File: src/design/tme_ram.sv
// ----------------------------------------------------------------------------
// tme_ram: generic single-port-write, single-port-read memory
// One write and one read per cycle; read data is registered and holds
// while no read is enabled.
// ----------------------------------------------------------------------------
module tme_ram #(
   parameter int WIDTH = 8,
   parameter int DEPTH = 256,
   localparam int AW = $clog2(DEPTH)
) (
   input  logic             clock,
   input  logic             wr_en,
   input  logic [AW-1:0]    wr_addr,
   input  logic [WIDTH-1:0] wr_data,
   input  logic             rd_en,
   input  logic [AW-1:0]    rd_addr,
   output logic [WIDTH-1:0] rd_data
);

   logic [WIDTH-1:0] mem_ff [DEPTH];
   logic [WIDTH-1:0] rd_data_ff;

   always_ff @(posedge clock) begin
      if (wr_en) begin
         mem_ff[wr_addr] <= wr_data;
      end
      if (rd_en) begin
         rd_data_ff <= mem_ff[rd_addr];
      end
   end

   assign rd_data = rd_data_ff;

endmodule
File: config.mk
export PLATFORM = sky130hd
export DESIGN_NAME = tme_ram
export DESIGN_NICKNAME = d
export VERILOG_FILES = /design/src/design/tme_ram.sv
export SDC_FILE = /design/constraint.sdc
export NUM_CORES = 2
export LEC_CHECK = 0
export BUFFER_PORTS_ARGS = -buffer_cell sky130_fd_sc_hd__clkbuf_2
export CORE_MARGIN = 3
export CORE_UTILIZATION = 40
export CTS_BUF_LIST = sky130_fd_sc_hd__clkbuf_8
export DETAILED_ROUTE_END_ITERATION = 10
export PLACE_DENSITY = 0.57
export SLEW_MARGIN = 40
export SYNTH_ARGS = -nofsm -noshare
export SYNTH_HDL_FRONTEND = slang
export SYNTH_SLANG_ARGS = --single-unit
File: constraint.sdc
create_clock -name clock -period 3.8 [get_ports clock]
set_input_delay 0.19 -clock clock [delete_from_list [all_inputs] [get_ports clock]]
set_output_delay 0.19 -clock clock [all_outputs]
set_load 0.05 [all_outputs]
; ---- Word level (Yosys, flattened, before mapping)
; Memory sizes are Yosys's and may differ from the RTL's. A register that Yosys moved wholly into a read port is not among the register bits.
; Index checks and enable logic that the tools add are counted.
[op_classes]
n_mux = 2
[ops]
columns = cell, n
row1 = 1-bit 2-to-1 mux, 2
[word_totals]
out_inout_bits = 8
ram_bits = 2048
inputBits = 27
register_bits = 0
n_memories = 1
[mem_list]
columns = memory, depth, word_bits, read_ports, rd_ports_with_merged_regs, wr, line
row1 = mem_ff, 256, 8, 1, 1, 1, 20  ; logic [WIDTH-1:0] mem_ff [DEPTH];

; ---- Longest topological paths before layout
[depth]
ltp_word = 2
ltp_mapped = 11

; ---- Least setup slack after synthesis
; Ideal clock, no wire load.
[synth_timing]
path_kind = input port to flip-flop
startpoint = input rd_addr[0]
endpoint = register rd_data_ff[2] (netlist: rd_data[2]) (read register of mem_ff) (data pin)
arrival_time_ns = 1.997
path_buffers = 4
cell_stages = 9
required_ns = 3.531
slack_ns = 1.534
setup_ns = 0.269
cell_sequence = buf_6 > buf_12 > buf_8 > buf_2 > mux4_2 > a22oi_1 > a21oi_1 > nor4_1 > nor4_2
[synth_lines]
columns = element, line
row1 = from (decl), 16  ; input logic [AW-1:0] rd_addr,
row2 = to (decl), 21  ; logic [WIDTH-1:0] rd_data_ff;

; ---- Worst setup path after layout
[layout_timing]
startpoint = input wr_addr[3]
endpoint = memory mem_ff[120][0], enable pin
[layout_lines]
columns = element, line
row1 = from (decl), 13  ; input logic [AW-1:0] wr_addr,
row2 = to (decl), 20
; Straight into the memory's write port.

==> results.py <==
metrics = {
    "power": {
        "p_leak_nw": 28.7,
        "power.density_mw_per_mm2": 490,
        "p_clk_share_pct": 38.2,
        "p_comb_share_pct": 5.6,
        "net-switching-power_mw": 10.2,
        "power_frac_seq_pct": 56.2,
        "internal_power_mw": 34.4,
        "swShare_pct": 22.9,
        "ir_drop_mv": 0.254,
        "total_power_mw": 44.6,
    },
    "clock_tree": {
        "cts_sinks": 2056,
        "cts_resized": 0,
        "insertion_delay_ps": 1000,
        "cts_tree": "yes",
        "clockRootBuffer": "clkbuf_8",
        "clk_pin_slew_ps": 60,
        "cts_buffers": 344,
        "h-tree-depth": 5,
        "clk_path_buf_depth": 4,
        "cts_setup_buffers": 0,
    },
    "synth": {
        "seq_area_frac_synth_pct": 77.5,
        "ys_warn_count": 0,
        "synth_fa_ha_area_share_pct": 0,
        "yosys.area_share.simple_pct": 2.63,
        "synthCells": 3733,
        "synth_compound_gate_area_share_pct": 3.42,
        "syn_nets": 3760,
        "synth-async-reset-ratio_pct": 0,
        "syn_area_per_cell_sq_um": 21.3,
        "synth_top_family_by_area": "multiplexers",
        "ys_ff_latch": 2056,
        "synth-edff-count": 2056,
        "syn_area_sq_mm": 0.0796,
        "synth_xor_area_share_pct": 0,
        "synth_cell_types": 54,
        "synthMuxAreaShare_pct": 14.6,
        "ys.flop_type": "edfxtp_1",
    },
    "job": {
        "maxCapViolCount": 0,
    },
    "final_layout": {
        "finalNonFillerCells": 7112,
        "final_common_cell": "edfxtp_1",
        "register_area_sq_mm": 0.0617,
        "multiInputGateArea_sq_mm": 0.0167,
        "final_nets": 4255,
        "nFillCells": 16657,
        "area_growth_pct": 14.1,
        "drive_above_1_share_pct": 29.4,
        "final_cell_mix": "edfxtp_1 (2,056), mux4_2 (454), clkbuf_8 (347)",
    },
    "placement": {
        "gp_congestion": 0.836,
        "numPlacedInstances": 6505,
        "port_buffers": 34,
        "dpl.hpwl_um": 134000,
    },
    "setup_path": {
        "crit_chain": "dlygate4sd3_1, clkbuf_2, nor2b_1, nand3_2, buf_4, nor2_1",
        "cp_slowest_stage_delay_ps": 790,
        "path_class": "input pin to flip-flop",
        "cpLargestDelayFamily": "simple AND/OR/NAND/NOR gates",
        "worstSetupEndpointType": "flip-flop",
        "critPathBufInv": 3,
        "crit_fanout": 10,
        "required_ps": 4380,
        "cp.arrival_ps": 3430,
        "worst_path_max_delay_cell": "nand3_2",
        "crit_path_start_kind": "input pin",
    },
    "floorplan": {
        "start_util_pct": 40.3,
        "die_height_um": 452,
        "rows": 163,
        "io_pins": 35,
        "die_w_um": 452,
        "die_area_sq_mm": 0.204,
        "core_area_sq_mm": 0.198,
    },
    "timing": {
        "slew_headroom_pct": 36.0,
        "period_share_pct": 74.9,
        "hold_viol_final": 0,
        "skew_ps": 70.1,
        "fmax_ghz": 0.351,
        "maxSlewViolCount": 0,
        "worst_slew_pin_slew_ps": 960,
        "setup_tns_ps": 0,
        "period_needed_ps": 2850,
        "rsz0062_at_grt": "no",
        "finalSetupViolCount": 0,
    },
    "routing": {
        "wirelength_um": 211000,
        "routed_via_density": 5.67,
        "firstDrtPassIters": 6,
        "drt-initial-drc-count": 4529,
        "via_count": 40299,
        "drc": 0,
        "antenna_left": 0,
        "routedWlPerCell_um": 29.7,
    },
    "global_route": {
        "track_usage_pct": 20.5,
        "grt_pass1_vias": 40685,
        "overflow": 0,
        "grt_start_max_net_pins": 120,
        "grt_antenna_before_repair": 4,
        "grt_pass1_wl_um": 302000,
    },
    "run_status": {
        "status": "finished, final reports clean",
    },
    "worst_hold_path": {
        "hp-class": "input pin to flip-flop",
    },
}
registers in the layout, summed over array words and instances, names as in the netlist:
signal,flops
mem_ff,2048
rd_data,8
tightest hold or removal path: stages:
cell and delay (ps):
clkbuf_2 180, nand3_1 110, buf_4 250, nor2_2 160
final cells by class:
class | count | share of cell area [%]
clock inverter | 233 | 1.06
tap | 2640 | 3.63
sequential | 2056 | 67.9
antenna | 10 | 0.0275
multi-input combinational | 1442 | 18.4
clock buffer | 347 | 5.25
timing repair buffer | 382 | 3.68
inverter | 2 | 0.00826
final timing paths:
| kind | startpoint | to | slack [ps] | cells after the start |
|---|---|---|---|---|
| setup / recovery | wr_addr[3] | mem_ff[120][0] | 950 | 6 |
| hold / removal | wr_addr[6] | mem_ff[219][1] | 110 | 4 |
| hold reg to reg | mem_ff[146][2] | rd_data[2] | 1130 | 5 |
| setup reg to reg | mem_ff[83][4] | rd_data[4] | 960 | 6 |
Yosys cell counts, drive strengths merged (4+ instances only):
cell	n	share of area, %
clkbuf	111	0.52
a211oi	16	0.15
nand3	34	0.21
o21ai	12	0.075
o221ai	47	0.52
nand2	33	0.16
edfxtp	2056	78
a2111oi	5	0.066
nand2b	8	0.063
or2	4	0.031
mux2i	134	1.7
nand4	10	0.079
nor2	282	1.3
a22oi	133	1.3
a22o	8	0.088
buf	122	1.3
o211ai	10	0.094
o22ai	28	0.22
a21oi	96	0.60
o22a	5	0.055
a221oi	14	0.16
nor4	27	0.24
nor3	22	0.14
o32ai	5	0.064
and2	6	0.047
nor2b	31	0.24
mux4	456	13
through the flow:
stage                     util (%)  hold slack, ps  instance area, sq um  setup WS [ps]
final                         46.0             112                 90900            954
after CTS                     45.9            4.08                 90700            922
after detailed placement      42.9             654                 84800            169
after global placement        42.8             720                 84600           23.9
after global routing          46.0            67.8                 90900            855
after floorplan                  -             289                 79600           1530
kinds of logic after synthesis:
| family | after synthesis |
|---|---|
| buffers and inverters | 235 |
| and+or+nand+nor | 466 |
| muxes | 591 |
| DFF | 2056 |
| AOI/OAI and AO/OA | 385 |
power by group through the flow:
stage	Clock [mW]	Sequential [mW]	Combinational, mW
after floorplan	0	25.5	1.21
after global placement	0	25.5	2.44
after detailed placement	0	25.5	2.48
after CTS	17.4	25.1	2.49
after global routing	18.4	25.0	2.62
final	17.0	25.1	2.49
per-layer routing:
layer / GRT usage, % / wire (um) / vias up
li1: - / - / 16737
met1: 29.3 / 88300 / 21490
met2: 31.8 / 100000 / 1701
met3: 4.08 / 16700 / 371
met4: 6.73 / 6200 / 0
met5: 0 / 0 / -
repair_timing:
item / CTS / global route
hold endpoints to repair: 1364 / 0
hold buffers: 14 / 0
setup endpoints to repair: 0 / 0
(Power assumes the default switching activity.)
